File: config.mk
export PLATFORM = sky130hd
export DESIGN_NAME = spi_host_link_sequencer_flat
export DESIGN_NICKNAME = d
export VERILOG_FILES = /design/src/hdl/shl_pkg.sv /design/src/hdl/shl_stream_if.sv /design/src/hdl/spi_host_link_sequencer.sv /design/src/hdl/shl_next.sv /design/src/flat_wrapper.sv
export SDC_FILE = /design/constraint.sdc
export NUM_CORES = 1
export LEC_CHECK = 0
export ABC_AREA = 1
export BUFFER_PORTS_ARGS = -buffer_cell sky130_fd_sc_hd__buf_4
export CAP_MARGIN = 0
export CORE_ASPECT_RATIO = 1.1
export CORE_MARGIN = 4
export CORE_UTILIZATION = 25
export DETAILED_ROUTE_END_ITERATION = 6
export MAX_ROUTING_LAYER = met4
export PLACE_DENSITY = 0.45
export SLEW_MARGIN = 20
export SYNTH_ARGS = -nofsm -noshare
export SYNTH_HDL_FRONTEND = slang
export SYNTH_SLANG_ARGS = --single-unit
File: constraint.sdc
create_clock -name clk -period 5.4 [get_ports clk]
set_clock_uncertainty 0.15 [all_clocks]
set_input_delay 1.08 -clock clk [delete_from_list [all_inputs] [get_ports clk]]
set_output_delay 1.08 -clock clk [all_outputs]
set_load 0.005 [all_outputs]
File: src/hdl/shl_pkg.sv
// Shared types and constants for the SPI host link sequencer.
// No dependencies; every other file in hdl/ uses this package.
`timescale 1ns / 1ps

package shl_pkg;

  // Default width of the byte count fields
  localparam int unsigned COUNT_BITS_DEF = 12;

  // Watchdog counter and limit register
  localparam int unsigned WDOG_BITS = 16;
  localparam logic [WDOG_BITS-1:0] WDOG_LIMIT_RST = 16'd16000;
  localparam logic [WDOG_BITS-1:0] WDOG_SAT = 16'hFFFF;

  // Event codes on the input channel
  typedef enum logic [2:0] {
    ACT_IRQ       = 3'd0,
    ACT_DMA_DONE  = 3'd1,
    ACT_TICK      = 3'd2,
    ACT_HOST_DATA = 3'd3,
    ACT_RX_FREED  = 3'd4
  } action_t;

  // Link phases
  typedef enum logic [3:0] {
    PH_IDLE     = 4'd0,
    PH_STATUS   = 4'd1,
    PH_WAIT_RX  = 4'd2,
    PH_RX       = 4'd3,
    PH_WAIT_RXF = 4'd4,
    PH_RXF      = 4'd5,
    PH_WAIT_TX  = 4'd6,
    PH_TX       = 4'd7,
    PH_WAIT_TXF = 4'd8,
    PH_TXF      = 4'd9,
    PH_DUMP     = 4'd10
  } phase_t;

  // DMA command kinds
  typedef enum logic [2:0] {
    DMA_NONE   = 3'd0,
    DMA_STATUS = 3'd1,
    DMA_RX     = 3'd2,
    DMA_RXF    = 3'd3,
    DMA_TX     = 3'd4,
    DMA_TXF    = 3'd5
  } dma_kind_t;

  // Control state of the sequencer, apart from the byte counts
  typedef struct packed {
    phase_t                phase;
    logic                  dog_active;
    logic [WDOG_BITS-1:0]  dog_count;
    logic                  deferred;
  } ctl_state_t;

  // Single-bit strobes of one result beat
  typedef struct packed {
    logic dog_running;
    logic signal_ready;
    logic replay_interrupt;
    logic rx_commit;
    logic wake_task;
    logic lockup;
  } res_flags_t;

endpackage

File: src/hdl/shl_stream_if.sv
// Valid/ready channel interfaces for the event and result beats.
// Depends on shl_pkg for field types.
`timescale 1ns / 1ps

interface shl_evt_if #(
  parameter int unsigned COUNT_BITS = shl_pkg::COUNT_BITS_DEF
);
  logic                  valid;
  logic                  ready;
  logic [2:0]            action;
  logic [COUNT_BITS-1:0] local_tx_count;
  logic [COUNT_BITS-1:0] local_rx_space;
  logic [COUNT_BITS-1:0] remote_sendable;
  logic [COUNT_BITS-1:0] remote_receivable;
  logic                  status_crc_ok;
  logic                  status_id_ok;
  logic                  footer_crc_ok;

  modport source (
    output valid, action, local_tx_count, local_rx_space, remote_sendable,
           remote_receivable, status_crc_ok, status_id_ok, footer_crc_ok,
    input  ready
  );
  modport sink (
    input  valid, action, local_tx_count, local_rx_space, remote_sendable,
           remote_receivable, status_crc_ok, status_id_ok, footer_crc_ok,
    output ready
  );
endinterface

interface shl_res_if #(
  parameter int unsigned COUNT_BITS = shl_pkg::COUNT_BITS_DEF
);
  logic                  valid;
  logic                  ready;
  logic [3:0]            link_state;
  logic [2:0]            dma_kind;
  logic [COUNT_BITS-1:0] dma_length;
  logic                  watchdog_running;
  logic                  signal_ready;
  logic                  replay_interrupt;
  logic                  rx_commit;
  logic [COUNT_BITS-1:0] rx_commit_len;
  logic [COUNT_BITS-1:0] tx_consume_len;
  logic                  wake_task;
  logic                  lockup;

  modport source (
    output valid, link_state, dma_kind, dma_length, watchdog_running, signal_ready,
           replay_interrupt, rx_commit, rx_commit_len, tx_consume_len, wake_task,
           lockup,
    input  ready
  );
  modport sink (
    input  valid, link_state, dma_kind, dma_length, watchdog_running, signal_ready,
           replay_interrupt, rx_commit, rx_commit_len, tx_consume_len, wake_task,
           lockup,
    output ready
  );
endinterface

File: src/hdl/spi_host_link_sequencer.sv
// Top level of the SPI host link sequencer: state, result register, config.
// Depends on shl_pkg, shl_stream_if.sv and shl_next.
`timescale 1ns / 1ps

// How to use this block
//   evt: one beat per link event (controller interrupt, DMA done, tick,
//        host data pending, rx space freed) with the local offer, the
//        remote status fields and the CRC verdicts.
//   res: exactly one beat per event: the phase after the event, the DMA
//        command to issue, commit/consume lengths and task/lockup strobes.
//   cfg_we/cfg_wdata: writes the watchdog limit (ticks); write it only
//        while no event is outstanding.
// The result register holds each accepted event's result beat, which shows
// in the cycle after the event is taken. Throughput is one event per cycle
// while the receiver drains results; the single next-state pass between
// the link state registers and the result register sets that rate.
// evt.ready is high whenever the result register is empty or is being
// drained in the same cycle, so a stalled receiver holds the result and
// blocks only further events.
// A synchronous reset puts the link in idle, stops the watchdog, clears
// the counts and any deferred interrupt, and loads the limit with 16000.

module spi_host_link_sequencer #(
  parameter int unsigned COUNT_BITS = shl_pkg::COUNT_BITS_DEF
) (
  input  logic                          clk,
  input  logic                          rst,
  shl_evt_if.sink                       evt,
  shl_res_if.source                     res,
  input  logic                          cfg_we,
  input  logic [shl_pkg::WDOG_BITS-1:0] cfg_wdata
);

  logic [shl_pkg::WDOG_BITS-1:0] wdog_limit;
  shl_pkg::ctl_state_t           ctl;
  shl_pkg::ctl_state_t           ctl_next;
  logic [COUNT_BITS-1:0]         rx_len;
  logic [COUNT_BITS-1:0]         tx_len;
  logic [COUNT_BITS-1:0]         offer_tx;
  logic [COUNT_BITS-1:0]         offer_rx;
  logic [COUNT_BITS-1:0]         rx_len_next;
  logic [COUNT_BITS-1:0]         tx_len_next;
  logic [COUNT_BITS-1:0]         offer_tx_next;
  logic [COUNT_BITS-1:0]         offer_rx_next;
  shl_pkg::dma_kind_t            dma_kind_next;
  logic [COUNT_BITS-1:0]         dma_length_next;
  logic [COUNT_BITS-1:0]         rx_commit_len_next;
  logic [COUNT_BITS-1:0]         tx_consume_len_next;
  shl_pkg::res_flags_t           flags_next;
  logic                          take;

  // Accept when the result register is free or draining
  assign evt.ready = !res.valid || res.ready;
  assign take      = evt.valid && evt.ready;

  shl_next #(
    .COUNT_BITS (COUNT_BITS)
  ) u_next (
    .action            (evt.action),
    .local_tx_count    (evt.local_tx_count),
    .local_rx_space    (evt.local_rx_space),
    .remote_sendable   (evt.remote_sendable),
    .remote_receivable (evt.remote_receivable),
    .status_crc_ok     (evt.status_crc_ok),
    .status_id_ok      (evt.status_id_ok),
    .footer_crc_ok     (evt.footer_crc_ok),
    .wdog_limit        (wdog_limit),
    .ctl               (ctl),
    .rx_len            (rx_len),
    .tx_len            (tx_len),
    .offer_tx          (offer_tx),
    .offer_rx          (offer_rx),
    .ctl_next          (ctl_next),
    .rx_len_next       (rx_len_next),
    .tx_len_next       (tx_len_next),
    .offer_tx_next     (offer_tx_next),
    .offer_rx_next     (offer_rx_next),
    .dma_kind          (dma_kind_next),
    .dma_length        (dma_length_next),
    .rx_commit_len     (rx_commit_len_next),
    .tx_consume_len    (tx_consume_len_next),
    .flags             (flags_next)
  );

  // Watchdog limit register
  always_ff @(posedge clk) begin
    if (rst) begin
      wdog_limit <= shl_pkg::WDOG_LIMIT_RST;
    end else if (cfg_we) begin
      wdog_limit <= cfg_wdata;
    end
  end

  // Link state, updated on every accepted event beat
  always_ff @(posedge clk) begin
    if (rst) begin
      ctl.phase      <= shl_pkg::PH_IDLE;
      ctl.dog_active <= 1'b0;
      ctl.dog_count  <= '0;
      ctl.deferred   <= 1'b0;
      rx_len         <= '0;
      tx_len         <= '0;
      offer_tx       <= '0;
      offer_rx       <= '0;
    end else if (take) begin
      ctl      <= ctl_next;
      rx_len   <= rx_len_next;
      tx_len   <= tx_len_next;
      offer_tx <= offer_tx_next;
      offer_rx <= offer_rx_next;
    end
  end

  // Result register: valid clears under reset, payload loaded on accept
  always_ff @(posedge clk) begin
    if (rst) begin
      res.valid <= 1'b0;
    end else if (take) begin
      res.valid <= 1'b1;
    end else if (res.ready) begin
      res.valid <= 1'b0;
    end
  end

  always_ff @(posedge clk) begin
    if (take) begin
      res.link_state       <= ctl_next.phase;
      res.dma_kind         <= dma_kind_next;
      res.dma_length       <= dma_length_next;
      res.watchdog_running <= flags_next.dog_running;
      res.signal_ready     <= flags_next.signal_ready;
      res.replay_interrupt <= flags_next.replay_interrupt;
      res.rx_commit        <= flags_next.rx_commit;
      res.rx_commit_len    <= rx_commit_len_next;
      res.tx_consume_len   <= tx_consume_len_next;
      res.wake_task        <= flags_next.wake_task;
      res.lockup           <= flags_next.lockup;
    end
  end

  // Core dump is a lock: nothing leaves it short of reset
  a_dump_sticky: assert property (@(posedge clk) disable iff (rst)
    ctl.phase == shl_pkg::PH_DUMP |=> ctl.phase == shl_pkg::PH_DUMP)
    else $error("link left core dump without reset");

  // The watchdog only runs while waiting on the controller
  a_dog_in_wait: assert property (@(posedge clk) disable iff (rst)
    ctl.dog_active |-> (ctl.phase == shl_pkg::PH_IDLE ||
                        ctl.phase == shl_pkg::PH_WAIT_RX ||
                        ctl.phase == shl_pkg::PH_WAIT_RXF ||
                        ctl.phase == shl_pkg::PH_WAIT_TX ||
                        ctl.phase == shl_pkg::PH_WAIT_TXF))
    else $error("watchdog running outside a wait phase");

  // A reported lockup leaves the link in core dump
  a_dump_state: assert property (@(posedge clk) disable iff (rst)
    res.valid && res.lockup |-> res.link_state == shl_pkg::PH_DUMP)
    else $error("lockup strobe without core dump state");

  // Only data DMA commands carry a length
  a_dma_len: assert property (@(posedge clk) disable iff (rst)
    res.valid && res.dma_length != '0 |->
      (res.dma_kind == shl_pkg::DMA_RX || res.dma_kind == shl_pkg::DMA_TX))
    else $error("length on a non-data DMA command");

endmodule

File: src/hdl/shl_next.sv
// Next-state and result logic for one event of the link sequencer.
// Purely combinational; depends on shl_pkg.
`timescale 1ns / 1ps

module shl_next #(
  parameter int unsigned COUNT_BITS = shl_pkg::COUNT_BITS_DEF
) (
  input  logic [2:0]                     action,
  input  logic [COUNT_BITS-1:0]          local_tx_count,
  input  logic [COUNT_BITS-1:0]          local_rx_space,
  input  logic [COUNT_BITS-1:0]          remote_sendable,
  input  logic [COUNT_BITS-1:0]          remote_receivable,
  input  logic                           status_crc_ok,
  input  logic                           status_id_ok,
  input  logic                           footer_crc_ok,
  input  logic [shl_pkg::WDOG_BITS-1:0]  wdog_limit,
  input  shl_pkg::ctl_state_t            ctl,
  input  logic [COUNT_BITS-1:0]          rx_len,
  input  logic [COUNT_BITS-1:0]          tx_len,
  input  logic [COUNT_BITS-1:0]          offer_tx,
  input  logic [COUNT_BITS-1:0]          offer_rx,
  output shl_pkg::ctl_state_t            ctl_next,
  output logic [COUNT_BITS-1:0]          rx_len_next,
  output logic [COUNT_BITS-1:0]          tx_len_next,
  output logic [COUNT_BITS-1:0]          offer_tx_next,
  output logic [COUNT_BITS-1:0]          offer_rx_next,
  output shl_pkg::dma_kind_t             dma_kind,
  output logic [COUNT_BITS-1:0]          dma_length,
  output logic [COUNT_BITS-1:0]          rx_commit_len,
  output logic [COUNT_BITS-1:0]          tx_consume_len,
  output shl_pkg::res_flags_t            flags
);

  logic [COUNT_BITS-1:0]         rx_min;
  logic [COUNT_BITS-1:0]         tx_min;
  logic [shl_pkg::WDOG_BITS-1:0] dog_inc;

  // Negotiated counts from the status exchange
  assign rx_min = (offer_rx < remote_sendable) ? offer_rx : remote_sendable;
  assign tx_min = (offer_tx < remote_receivable) ? offer_tx : remote_receivable;

  // Saturating watchdog increment
  assign dog_inc = (ctl.dog_count != shl_pkg::WDOG_SAT) ?
                   ctl.dog_count + 1'b1 : ctl.dog_count;

  always_comb begin
    ctl_next       = ctl;
    rx_len_next    = rx_len;
    tx_len_next    = tx_len;
    offer_tx_next  = offer_tx;
    offer_rx_next  = offer_rx;
    dma_kind       = shl_pkg::DMA_NONE;
    dma_length     = '0;
    rx_commit_len  = '0;
    tx_consume_len = '0;
    flags          = '0;

    unique case (shl_pkg::action_t'(action))
      // Controller interrupt: always stops the watchdog
      shl_pkg::ACT_IRQ: begin
        ctl_next.dog_active = 1'b0;
        unique case (ctl.phase)
          shl_pkg::PH_IDLE: begin
            if (local_rx_space == '0) begin
              ctl_next.deferred = 1'b1;
            end else begin
              offer_tx_next  = local_tx_count;
              offer_rx_next  = local_rx_space;
              ctl_next.phase = shl_pkg::PH_STATUS;
              dma_kind       = shl_pkg::DMA_STATUS;
            end
          end
          shl_pkg::PH_WAIT_RX: begin
            ctl_next.phase = shl_pkg::PH_RX;
            dma_kind       = shl_pkg::DMA_RX;
            dma_length     = rx_len;
          end
          shl_pkg::PH_WAIT_RXF: begin
            ctl_next.phase = shl_pkg::PH_RXF;
            dma_kind       = shl_pkg::DMA_RXF;
          end
          shl_pkg::PH_WAIT_TX: begin
            ctl_next.phase = shl_pkg::PH_TX;
            dma_kind       = shl_pkg::DMA_TX;
            dma_length     = tx_len;
          end
          shl_pkg::PH_WAIT_TXF: begin
            ctl_next.phase = shl_pkg::PH_TXF;
            dma_kind       = shl_pkg::DMA_TXF;
          end
          // Interrupt while a DMA is in flight is a protocol fault
          shl_pkg::PH_STATUS, shl_pkg::PH_RX, shl_pkg::PH_RXF,
          shl_pkg::PH_TX, shl_pkg::PH_TXF: begin
            ctl_next.phase  = shl_pkg::PH_DUMP;
            flags.lockup    = 1'b1;
            flags.wake_task = 1'b1;
          end
          default: begin
          end
        endcase
      end

      // DMA completion advances the DMA phases
      shl_pkg::ACT_DMA_DONE: begin
        unique case (ctl.phase)
          shl_pkg::PH_STATUS: begin
            if (!status_crc_ok || !status_id_ok) begin
              ctl_next.phase  = shl_pkg::PH_DUMP;
              flags.lockup    = 1'b1;
              flags.wake_task = 1'b1;
            end else begin
              rx_len_next = rx_min;
              tx_len_next = tx_min;
              if (rx_min != '0) begin
                if (!ctl.dog_active) begin
                  ctl_next.dog_count = '0;
                end
                ctl_next.dog_active = 1'b1;
                ctl_next.phase      = shl_pkg::PH_WAIT_RX;
              end else begin
                flags.rx_commit = 1'b1;
                if (tx_min != '0) begin
                  if (!ctl.dog_active) begin
                    ctl_next.dog_count = '0;
                  end
                  ctl_next.dog_active = 1'b1;
                  ctl_next.phase      = shl_pkg::PH_WAIT_TX;
                end else begin
                  ctl_next.phase = shl_pkg::PH_IDLE;
                end
              end
            end
          end
          shl_pkg::PH_RX, shl_pkg::PH_TX: begin
            if (!ctl.dog_active) begin
              ctl_next.dog_count = '0;
            end
            ctl_next.dog_active = 1'b1;
            ctl_next.phase = (ctl.phase == shl_pkg::PH_RX) ?
                             shl_pkg::PH_WAIT_RXF : shl_pkg::PH_WAIT_TXF;
          end
          shl_pkg::PH_RXF: begin
            flags.rx_commit = 1'b1;
            rx_commit_len   = rx_len;
            if (!footer_crc_ok) begin
              ctl_next.phase  = shl_pkg::PH_DUMP;
              flags.lockup    = 1'b1;
              flags.wake_task = 1'b1;
            end else if (tx_len != '0) begin
              if (!ctl.dog_active) begin
                ctl_next.dog_count = '0;
              end
              ctl_next.dog_active = 1'b1;
              ctl_next.phase      = shl_pkg::PH_WAIT_TX;
            end else begin
              ctl_next.phase  = shl_pkg::PH_IDLE;
              flags.wake_task = 1'b1;
            end
          end
          shl_pkg::PH_TXF: begin
            ctl_next.phase  = shl_pkg::PH_IDLE;
            tx_consume_len  = tx_len;
            flags.wake_task = 1'b1;
          end
          default: begin
          end
        endcase
      end

      // Watchdog tick; a limit of zero fires on the first tick
      shl_pkg::ACT_TICK: begin
        if (ctl.dog_active) begin
          ctl_next.dog_count = dog_inc;
          if (dog_inc >= wdog_limit) begin
            ctl_next.dog_active = 1'b0;
            ctl_next.phase      = shl_pkg::PH_DUMP;
            flags.lockup        = 1'b1;
            flags.wake_task     = 1'b1;
          end
        end
      end

      // Host has data: raise the ready line and guard the wait
      shl_pkg::ACT_HOST_DATA: begin
        if (ctl.phase == shl_pkg::PH_IDLE) begin
          if (!ctl.dog_active) begin
            ctl_next.dog_count = '0;
          end
          ctl_next.dog_active = 1'b1;
          flags.signal_ready  = 1'b1;
        end
      end

      // Receive space freed: replay a deferred interrupt
      shl_pkg::ACT_RX_FREED: begin
        if (ctl.deferred) begin
          ctl_next.deferred      = 1'b0;
          flags.replay_interrupt = 1'b1;
        end
      end

      default: begin
      end
    endcase

    flags.dog_running = ctl_next.dog_active;
  end

endmodule
File: src/flat_wrapper.sv
// flat-port wrapper written by rule: the top's interface ports become plain ports
module spi_host_link_sequencer_flat 
#(
  parameter int unsigned COUNT_BITS = shl_pkg::COUNT_BITS_DEF
)
  (clk, rst, cfg_we, cfg_wdata, evt_valid, evt_action, evt_local_tx_count, evt_local_rx_space, evt_remote_sendable, evt_remote_receivable, evt_status_crc_ok, evt_status_id_ok, evt_footer_crc_ok, evt_ready, res_valid, res_link_state, res_dma_kind, res_dma_length, res_watchdog_running, res_signal_ready, res_replay_interrupt, res_rx_commit, res_rx_commit_len, res_tx_consume_len, res_wake_task, res_lockup, res_ready);
  shl_evt_if #(.COUNT_BITS(COUNT_BITS)) evt_i ();
  shl_res_if #(.COUNT_BITS(COUNT_BITS)) res_i ();
  input  logic clk;
  input  logic rst;
  input  logic cfg_we;
  input  logic [shl_pkg::WDOG_BITS-1:0] cfg_wdata;
  input wire logic [$bits(evt_i.valid)-1:0] evt_valid;
  input wire logic [$bits(evt_i.action)-1:0] evt_action;
  input wire logic [$bits(evt_i.local_tx_count)-1:0] evt_local_tx_count;
  input wire logic [$bits(evt_i.local_rx_space)-1:0] evt_local_rx_space;
  input wire logic [$bits(evt_i.remote_sendable)-1:0] evt_remote_sendable;
  input wire logic [$bits(evt_i.remote_receivable)-1:0] evt_remote_receivable;
  input wire logic [$bits(evt_i.status_crc_ok)-1:0] evt_status_crc_ok;
  input wire logic [$bits(evt_i.status_id_ok)-1:0] evt_status_id_ok;
  input wire logic [$bits(evt_i.footer_crc_ok)-1:0] evt_footer_crc_ok;
  output wire logic [$bits(evt_i.ready)-1:0] evt_ready;
  output wire logic [$bits(res_i.valid)-1:0] res_valid;
  output wire logic [$bits(res_i.link_state)-1:0] res_link_state;
  output wire logic [$bits(res_i.dma_kind)-1:0] res_dma_kind;
  output wire logic [$bits(res_i.dma_length)-1:0] res_dma_length;
  output wire logic [$bits(res_i.watchdog_running)-1:0] res_watchdog_running;
  output wire logic [$bits(res_i.signal_ready)-1:0] res_signal_ready;
  output wire logic [$bits(res_i.replay_interrupt)-1:0] res_replay_interrupt;
  output wire logic [$bits(res_i.rx_commit)-1:0] res_rx_commit;
  output wire logic [$bits(res_i.rx_commit_len)-1:0] res_rx_commit_len;
  output wire logic [$bits(res_i.tx_consume_len)-1:0] res_tx_consume_len;
  output wire logic [$bits(res_i.wake_task)-1:0] res_wake_task;
  output wire logic [$bits(res_i.lockup)-1:0] res_lockup;
  input wire logic [$bits(res_i.ready)-1:0] res_ready;
  assign evt_i.valid = evt_valid;
  assign evt_i.action = evt_action;
  assign evt_i.local_tx_count = evt_local_tx_count;
  assign evt_i.local_rx_space = evt_local_rx_space;
  assign evt_i.remote_sendable = evt_remote_sendable;
  assign evt_i.remote_receivable = evt_remote_receivable;
  assign evt_i.status_crc_ok = evt_status_crc_ok;
  assign evt_i.status_id_ok = evt_status_id_ok;
  assign evt_i.footer_crc_ok = evt_footer_crc_ok;
  assign evt_ready = evt_i.ready;
  assign res_valid = res_i.valid;
  assign res_link_state = res_i.link_state;
  assign res_dma_kind = res_i.dma_kind;
  assign res_dma_length = res_i.dma_length;
  assign res_watchdog_running = res_i.watchdog_running;
  assign res_signal_ready = res_i.signal_ready;
  assign res_replay_interrupt = res_i.replay_interrupt;
  assign res_rx_commit = res_i.rx_commit;
  assign res_rx_commit_len = res_i.rx_commit_len;
  assign res_tx_consume_len = res_i.tx_consume_len;
  assign res_wake_task = res_i.wake_task;
  assign res_lockup = res_i.lockup;
  assign res_i.ready = res_ready;
  spi_host_link_sequencer #(.COUNT_BITS(COUNT_BITS)) u_core (.clk(clk), .rst(rst), .evt(evt_i), .res(res_i), .cfg_we(cfg_we), .cfg_wdata(cfg_wdata));
endmodule
* After elaboration in Yosys (flattened, before gate mapping)
Cells that the tools add are included.
** Storage, ports and cells
- Register bits after elaboration :: 136
- Logic and storage cells :: 120
- Output and inout port bits :: 51
** Operators by class
- $lt $le $gt $ge :: 3
- $add $sub $neg :: 1
- Reduce and logical (&&, ||, !) cells :: 23
- Bitwise logic cells :: 2
- Eq/ne operators :: 23
- Multiplexer cells :: 47
** Operators with widths (number)
- $mux W17 :: 5
- $pmux W17 S3 :: 1
- $pmux W16 S3 :: 1
- $mux W21 :: 2
- $reduce_bool A12 Y1 :: 3
- $mux W16 :: 2
- $lt A12 B12 Y1 :: 2
- $mux W12 :: 2
- $pmux W12 S2 :: 1
- $pmux W4 S6 :: 1
- $add A16 B1 Y16 const B :: 1
- $eq A4 B3 Y1 const B :: 4
- $ge A16 B16 Y1 :: 1
- $mux W4 :: 4
- $ne A16 B16 Y1 const B :: 1
- $pmux W4 S4 :: 1
- $pmux W3 S5 :: 1
- $logic_not A12 Y1 :: 1
- $mux W1 :: 12
- $pmux W4 S3 :: 1
- $reduce_and A4 Y1 :: 3
- $ne A3 B3 Y1 const B :: 3
- $reduce_and A9 Y1 :: 1
- $eq A4 B2 Y1 const B :: 2
- 27 further kinds :: 43

* Depth between registers and ports, before layout
Gate-level depths: netlist (run 1).
- Depth after elaboration :: 8
- Depth in mapped cells :: 24
- Gate-level depth less buffers :: 24

* By module
From an unflattened synthesis (run 1), not the netlist that was laid out.
** Unflattened totals
- Cells, all modules :: 1430
- Area, all modules :: 9404.0 sq um
** By module, submodules not included
- spi_host_link_sequencer :: area an instance 5180.0 sq um, seq. area each 3213.1 sq um, cells each 583, times used 1
- shl_next :: area an instance 4224.1 sq um, seq. area each 0.0 sq um, cells each 847, times used 1

* Worst setup path after synthesis (run 1)
OpenSTA, ideal clock, no wires.
- Kind :: input-to-reg
- Start point :: in res_ready
- End point :: reg u_core.ctl[17] (netlist name)
- Stages :: 8
- Arrival :: 3.279 ns
- Data required time :: 5.138 ns
- Slack :: 1.859 ns
- Setup time :: 0.112 ns
- Path buffers :: 1
- Path through :: inv_1 > nand2_1 > nand2_1 > inv_1 > clkbuf_1 > nand4_1 > nand2_1 > inv_1
** On the way
- Cells in the longest elaborated chain, start to end :: 2
** Ends and longest elaborated chain
- from (decl) :: RTL line flat_wrapper.sv:35 : input wire logic [$bits(res_i.ready)-1:0] res_ready;
- $logic_or A1 B1 Y1 :: RTL line spi_host_link_sequencer.sv:53 : assign evt.ready = !res.valid || res.ready;
- via evt_ready :: RTL line flat_wrapper.sv:22 : output wire logic [$bits(evt_i.ready)-1:0] evt_ready;
- $logic_and A1 B1 Y1 :: RTL line spi_host_link_sequencer.sv:54 : assign take = evt.valid && evt.ready;
- via u_core.take :: RTL line spi_host_link_sequencer.sv:50 : logic take;
The timed path passes the listed nets, and every way through them passes these cells.
A chain may end at the register's enable or synchronous reset.

* Worst setup path in the final report (run 1)
- Start point :: in evt_remote_sendable[11]
- End point :: reg u_core.ctl[1] (netlist name)
** On the way
- Cells in the longest elaborated chain, start to end :: 7
- Elaborated cells between the ends (all ways) :: 9
** Ends and longest elaborated chain
- from (decl) :: RTL line flat_wrapper.sv:17 : input wire logic [$bits(evt_i.remote_sendable)-1:0] evt_remote_sendable;
- $lt A12 B12 Y1 :: RTL line shl_next.sv:39 : assign rx_min = (offer_rx < remote_sendable) ? offer_rx : remote_sendable;
- $mux W12 * :: RTL line shl_next.sv:39
- $reduce_bool A12 Y1 * :: RTL line shl_next.sv:114 : if (rx_min != '0) begin
- $mux W21 :: RTL line shl_next.sv:114
- $mux W17 :: RTL line shl_next.sv:107 : if (!status_crc_ok || !status_id_ok) begin
- $pmux W17 S3 :: RTL line shl_next.sv:105 : unique case (ctl.phase)
- $pmux W16 S3 :: RTL line shl_next.sv:58 : unique case (shl_pkg::action_t'(action))
Every way passes the cells marked *; elsewhere a longest branch is shown, timed or not. The select of a mux whose other input is x is not followed.

==> results.txt, run 1 <==
- Outcome: completed
- Gr ovfl total: 0
- The worst hold path belongs to the class reg2reg.
- Clock tree from TritonCTS: yes
- Initial cell density of the core: 25.5%
- Total of buffers placed on input and output ports: 125
* EDFF count, synth: 49
- Synthesis inferred approximately 140 register bits.
* Max-slew violations: 0
- For the worst setup path, the data arrival time is around 4000 ps.
* Seq/Total Area, Yosys: roughly two fifths
* Share of layout cells above drive strength 1: 19.2%
- After synthesis the cells add up to 0.00802 mm^2.
- Top-count cell post-synth: nand2_1
* Row count: 68
* Post-route worst hold slack: about 320 ps
* Cell at the root of the clock tree: clkbuf_16
* Relative slew margins: roughly 29%
- For the pin with the worst max-slew slack, the measured transition is approximately 1100 ps.
- Total number of vias: ~7200
* Type of destination of the critical path: flip-flop
- The first global-routing pass estimated ~38 mm of wire.
* Total GRT Usage: 14.0%
- Finished layout cell area: slightly below 0.01 mm^2
- Post-CTS timing repair inserted 0 buffers for setup.
- Initial antenna violation count: 0
* Mean Syn Cell Area: approximately 7.3 um^2
* Total power per unit cell area: 268 mW/mm^2
* Total count of hold-check failures in the final report: 0
* Max rail drop VDD: 0.000193 V
* Top-area cell type share of the netlist area: between 20% and 30%
- Using the TritonRoute via totals, the vias-per-cell ratio works out to ~4.4.
- Clock buffers created by TritonCTS: 17
* Die span in y: between 150 and 200 um
* First-pass detailed-route iteration total: 5
- Dominant synthesized flop cell: dfxtp_1
- GR met3 Demand/Resource: under 10%
- STA classifies the critical path startpoint as an input port.
- The count of cells in the finished layout, fillers not included, comes to roughly 1600.
- After detailed placement, the design holds a cell count of between 1500 and 2000.
- By area the synthesized netlist is led by dfxtp_1, edfxtp_1, nand2_1, inv_1, ha_1.
- Global routing consumed, on the met1 layer, approximately 19% of the routing resources.
- The tool flagged a number of max-cap violations equal to 0.
- STA puts the critical path data required time at roughly 5600 ps.
- Final weighted congestion in routability-driven placement: 0.907
* Total negative setup slack: 0 ps
- Nets: ~1300
* Cts repair resizes: 0
- Entering global routing, the biggest net connects 60 pins.
* Cell count after synthesis: around 1100
- Die outline area: ~0.035 mm^2
* Number of H-tree levels: 4
- Gr busiest metal: met2
- Lkg Pwr: between 4 and 5 nW
- Number of fill cells: approximately 3400
- Yosys mapped the design onto between 40 and 50 distinct sky130hd cell types.
* Clock network latency to the later pin of the worst-skew pair: between 400 and 500 ps
- Antenna fix cells: 0
- The final critical path takes up 71.2% of the cycle.
- Signed area change from the synthesized netlist to the final layout: 23.3%
* Hold-fix buffers at CTS: 0
* Synth Net Count: roughly 1200
- Of all flip-flops after synthesis, the portion carrying an async set or reset was 0%.
- Met2 demand-to-capacity share in global routing: about a fifth
- Of all nets on the critical path, the largest fanout is 32.
- Power comes to between 2 and 3 mW.
- Clock transition at the registers of the reported paths: around 70 ps
- Crit Path Category: in2reg
- Ys Warns: 0
* Synth cell count leaders: nand2_1, inv_1, nor2_1
* Unrepaired setup endpoints after global routing: false
- Static timing analysis puts the maximum clock frequency at around 260 MHz.
- Detailed placement HPWL: ~18 mm
- Placement-stage cell area: 0.00931 mm^2
- Summed over all layers, the routed wires come to 23.6 mm.
- After detailed routing, the number of remaining DRC violations is 0.
* Vias in the first global route: about 7000
* Post-route antenna net violation count: 0
- DRT iter0 DRCs: 401
- From left edge to right edge, the die measures between 150 and 200 um.
* CTS Buffer Depth: 2
- Core region area: ~0.031 mm^2
- CTS Sinks: about 140
- In the final routed layout, each cell accounts on average for around 14 um.
- Number of I/O pins: about 130
* Biggest area consumer among synthesized cells: dfxtp_1
- Crit path time final: just under 4000 ps
- Setup violations remaining at the end of the flow were counted as 0.
## final timing paths
check | from | end | slack (ps) | cells after the start
worst max-delay path | evt_remote_sendable[11] | u_core.ctl[1]$_SDFFE_PP0P_ | 1560 | 19
worst min-delay path | u_core.wdog_limit[13]$_SDFFE_PP1P_ | u_core.wdog_limit[13]$_SDFFE_PP1P_ | 320 | 2
worst max register to register | u_core.ctl[4]$_SDFFE_PP0P_ | u_core.res.link_state[0]$_DFFE_PP_ | 1600 | 19
worst min register to register | u_core.wdog_limit[13]$_SDFFE_PP1P_ | u_core.wdog_limit[13]$_SDFFE_PP1P_ | 320 | 2
## state kept, by name (all words and copies together), names as in the netlist
name / count
u_core.res.tx_consume_len: 12
u_core.res.valid: 1
u_core.res.rx_commit: 1
u_core.res.lockup: 1
u_core.res.link_state: 4
u_core.res.wake_task: 1
u_core.offer_tx: 12
u_core.tx_len: 12
u_core.res.dma_length: 12
u_core.res.rx_commit_len: 12
u_core.res.signal_ready: 1
u_core.res.replay_interrupt: 1
u_core.offer_rx: 12
u_core.rx_len: 12
u_core.wdog_limit: 16
u_core.ctl: 22
u_core.res.dma_kind: 3
u_core.res.watchdog_running: 1
## logic make-up (layout without fill, tap and decap cells)
logic type | Yosys count | in the layout | share of synthesized area [%]
AO/OA/AOI/OAI | 195 | 195 | 14.3
XOR/XNOR | 7 | 7 | 0.764
adder cells (fa/ha/maj) | 39 | 39 | 6.08
buffers and inverters | 240 | 360 | 12.0
flip-flops | 136 | 136 | 40.1
AND/OR/NAND/NOR | 487 | 487 | 26.8
## metrics by stage
stage / util (%) / setup slack, ps
2_1_floorplan: - / 1860
3_5_place_dp: 29.6 / 1100
3_3_place_gp: 29.6 / 1110
5_1_grt: 31.4 / 1040
4_1_cts: 31.4 / 1550
6_report: 31.4 / 1560
## per-layer routing
| layer | part of all wire (%) | wire, um | up-vias |
|---|---|---|---|
| met1 | 50 | 11800 | 3224 |
| met5 | 0 | 0 | - |
| met4 | 1.9 | 449 | 0 |
| met2 | 43 | 10200 | 161 |
| li1 | - | - | 3774 |
| met3 | 4.8 | 1130 | 28 |
## layout by cell type, fill, tap and decap left out, drive strengths merged
cell      count
a2111oi       2
a211oi       17
a21oi        73
a31oi         1
a41oi         1
buf         130
bufinv        1
clkbuf       17
clkinv        4
clkinvlp      1
dfxtp        87
edfxtp       49
ha           39
inv         207
nand2       258
nand3        42
nand3b       19
nand4         8
nor2        141
nor3         13
nor4          5
o211ai        3
o21a          2
o21ai        74
o22ai        20
o311ai        1
o31ai         1
or2           1
xor2          7
## power breakdown
part | leakage [nW] | internal [mW] | switching (mW) | total, mW
registers | 1.21 | 1.11 | 0.0282 | 1.13
logic | 3.16 | 0.133 | 0.211 | 0.344
clock network | 0.287 | 0.654 | 0.518 | 1.17
total | 4.65 | 1.89 | 0.757 | 2.65
## worst max-delay path, stage by stage
cell and delay (ps):
buf_4 110, inv_1 80, ha_1 260, nand2_2 110, inv_1 40, nand2_1 50, nand2_1 60, a21oi_2 440
nand2_2 290, o21a_1 270, nor2_1 90, nand2_1 70, nor2_2 200, nand3_1 120, nand4_2 80, buf_4 400
nand2_1 100, nand2_1 90, a21oi_2 40
## layout make-up
class                      count  area (um^2)  area share, %
tap                          420          526           5.31
clock inverter                15          158           1.59
multi-input combinational    728         3850           38.9
sequential                   136         3210           32.5
inverter                     198          743           7.51
timing repair buffer         130          976           9.87
clock buffer                  17          425           4.30
(Power assumes the default switching activity.)
==> run 2, diff against run 1 <==
Settings changed: PLACE_DENSITY 0.45 to 0.46.
Clock period 5.4 ns to 3.5 ns, I/O delays scaled along.
==> run 2 against run 1 <==
Effect of this change:
- count of clock-buffer cells in the layout did not move
- largest power group unchanged
- via count rose by 2.9%
- clock power rose by 55%
- worst setup slack got worse by 1500 ps
- hold slack improved by 1.6 ps
- combinational power rose by 72%
- register-to-register slack got worse by 1500 ps
- sequential share of layout area fell by 1.6 points
- final area rose by 5.2%
- die area did not move
==> results.txt, run 2 (synthesis gave the netlist of run 1 again) <==
- For met3 alone, demand over resource in global routing was around 2.5%.
- At the worst endpoint, the arrival time is about 3500 ps.
* Horiz. Die Dim: approximately 180 um
* Largest reg by FF count: u_core.ctl
* Unrepaired setup endpoints after global routing: true
- Period Utilization, post-route: ~98%
- The analysis attributes to cell leakage a power of around 4.9 nW.
* Max Fanout on Critical Path: 7
* Number of cells on the worst hold path: 2
- In this run the tightest slew margin relative to its limit is approximately 49%.
* Commonest cells after routing, fill and taps aside: nand2_1, inv_1, buf_4
* First-pass GRT wire length: 38.7 mm
- The die covers 0.0350 mm^2.
* Gr busiest metal: met2
- Initial antenna violation count: 0
* Total power per unit cell area: approximately 400 mW/mm^2
- Largest net degree at the start of global routing: 59
- The critical path crosses 23 cells after its start point.
- Critical Path Most Common Cell: nand2_1
* Max rail drop VDD: 0.000292 V
* First-pass detailed-route iteration total: 4
* Detailed placement HPWL: around 19 mm
- Largest register FFs: 22
- Maximum Capacitance Violations: 0
* Final instance count without filler cells: about 1700
- The final layout contains about 1400 nets.
* Setup violators final: 0
* Met2 demand-to-capacity share in global routing: roughly 21%
- WP data required: between 3000 and 4000 ps
- Timing would allow up to approximately 300 MHz.
- Total GRT Usage: between 10% and 20%
* Drt wl/cell: ~15 um
- Vias in the first global route: about 7000
- Clock-pin slew was measured on the worst setup and hold paths at around 70 ps.
* DRC violation count after routing: 0
* Global routing met1 resource utilization: 20.0%
* Finished layout cell area: approximately 0.010 mm^2
- Post-route antenna net violation count: 0
* Antenna fix cells: 0
- Wires add up to around 24 mm.
- Max-slew violations: 0
- DRT iter0 DRCs: between 300 and 400
- For this configuration, the core starts out at a cell density of between 20% and 30%.
- The core region is roughly 0.031 mm^2.
- Leaving out fill and tap cells, the most frequent cell in the layout is nand2_1.
- Counting the buffers created by CTS gives 17.
- Die span in y: 196 um
- Cell at the root of the clock tree: clkbuf_16
- Worst hold path type: reg2reg
- Final weighted congestion in routability-driven placement: about 0.9
* Placement-stage cell area: slightly below 0.01 mm^2
- The worst setup path is captured at a flip-flop.
- The post-route netlist has between 20% and 30% of its cells at a drive strength greater than 1.
* Number of cells on the worst reg-to-reg path: 23
* Gr ovfl total: 0
* Crit path time final: 3430 ps
* Row count: ~70
- Number of H-tree levels: 4
- For this run, the slowest stage of the critical path takes ~360 ps.
- The setup path with the least slack is of type reg2reg.
* Cells along the critical path: ha_4 > inv_2 > nor3_2 > nand3_1 > nor2_2 > nand2_2 > nor2_4 > inv_2 > buf_12 > nand2_1 > o21ai_2 > ha_1 > a21oi_2 > o21ai_2 > nand2_1 > o211ai_1 > nand2_1 > nand3_2 > nand2_2 > a211oi_2 > nand2_1 > nand2_2 > inv_1
- Clock network latency to the later pin of the worst-skew pair: around 430 ps
- Signed area change from the synthesized netlist to the final layout: 29.7%
- Biggest regs: u_core.ctl: 22 flops, u_core.wdog_limit: 16 flops
* CTS Buffer Depth: 2
- Total of buffers placed on input and output ports: 125
* Outcome: completed
- Slew of the pin with the lowest slew margin: 763 ps
- After detailed routing, the number of vias per cell comes to 4.40.
- Total count of hold-check failures in the final report: 0
* Delay-heaviest family, CP: simple AND/OR/NAND/NOR gates
* Number of placed instances, taps included: 1647
- Total number of vias: around 7400
- Master of the slowest instance on the critical path: dfxtp_2
- Clock tree from TritonCTS: yes
* Number of buffers and inverters on the critical path: 4
- CTS Sinks: ~140
- The worst setup path is launched from a flip-flop.
- For this design the top-level I/O count stands at approximately 130.
run 2: cell types whose count changed in the layout (fill, tap and decap cells not counted), sizes merged:
cell / change
buf: +39
clkinv: +3
inv: -3
run 2: tightest hold or removal path, delay by kind of cell, from the launching register on:
| kind | cells | cell delay (ps) |
|---|---|---|
| buffers and inverters | 1 | 60 |
| flip-flops | 1 | 300 |
| AO/OA/AOI/OAI | 1 | 70 |
run 2: layer usage:
layer	vias up	share of wire (%)
met3	23	3.7
met2	137	45
met4	0	1.6
met5	-	0
li1	3843	-
met1	3394	50
run 2: where the power goes:
| group | internal (mW) | leakage, nW | switching [mW] |
|---|---|---|---|
| combinational | 0.240 | 3.40 | 0.352 |
| sequential | 1.70 | 1.21 | 0.0387 |
| clock | 1.01 | 0.285 | 0.805 |
| total | 2.95 | 4.89 | 1.20 |
run 2: stage by stage:
stage | utilization, % | total power [mW] | hold slack [ps] | worst slack [ps] | TNS (ps)
6_report | 33.1 | 4.15 | 321 | 69.7 | 0
4_1_cts | 32.5 | 4.19 | 311 | 13.7 | 0
3_3_place_gp | 30.6 | 2.35 | 312 | -18.4 | -18.4
5_1_grt | 33.1 | 4.35 | 341 | -176 | -626
2_1_floorplan | - | 2.09 | 287 | 234 | 0
3_5_place_dp | 30.6 | 2.35 | 312 | -109 | -287
run 2: what timing repair did:
| item | CTS | global route |
|---|---|---|
| pin swaps | 0 | 26 |
| hold buffers | 0 | 0 |
| gates resized for setup | 3 | 40 |
| setup endpoints to repair | 6 | 12 |
| setup buffers | 0 | 4 |
run 2: final timing paths:
| kind | endpoint | start | slack, ps |
|---|---|---|---|
| hold / removal | u_core.ctl[0]$_SDFFE_PP0P_ | u_core.ctl[0]$_SDFFE_PP0P_ | 320 |
| setup / recovery | u_core.res.link_state[2]$_DFFE_PP_ | u_core.ctl[1]$_SDFFE_PP0P_ | 70 |
| setup reg to reg | u_core.res.link_state[2]$_DFFE_PP_ | u_core.ctl[1]$_SDFFE_PP0P_ | 70 |
| hold reg to reg | u_core.ctl[0]$_SDFFE_PP0P_ | u_core.ctl[0]$_SDFFE_PP0P_ | 320 |
run 2: area by class of cell:
| type | count | area (um^2) |
|---|---|---|
| clock buffer | 17 | 425 |
| clock inverter | 15 | 161 |
| fill | 3449 | 21100 |
| inverter | 198 | 743 |
| multi-input combinational | 728 | 4010 |
| sequential | 136 | 3220 |
| tap | 420 | 526 |
| timing repair buffer | 169 | 1320 |
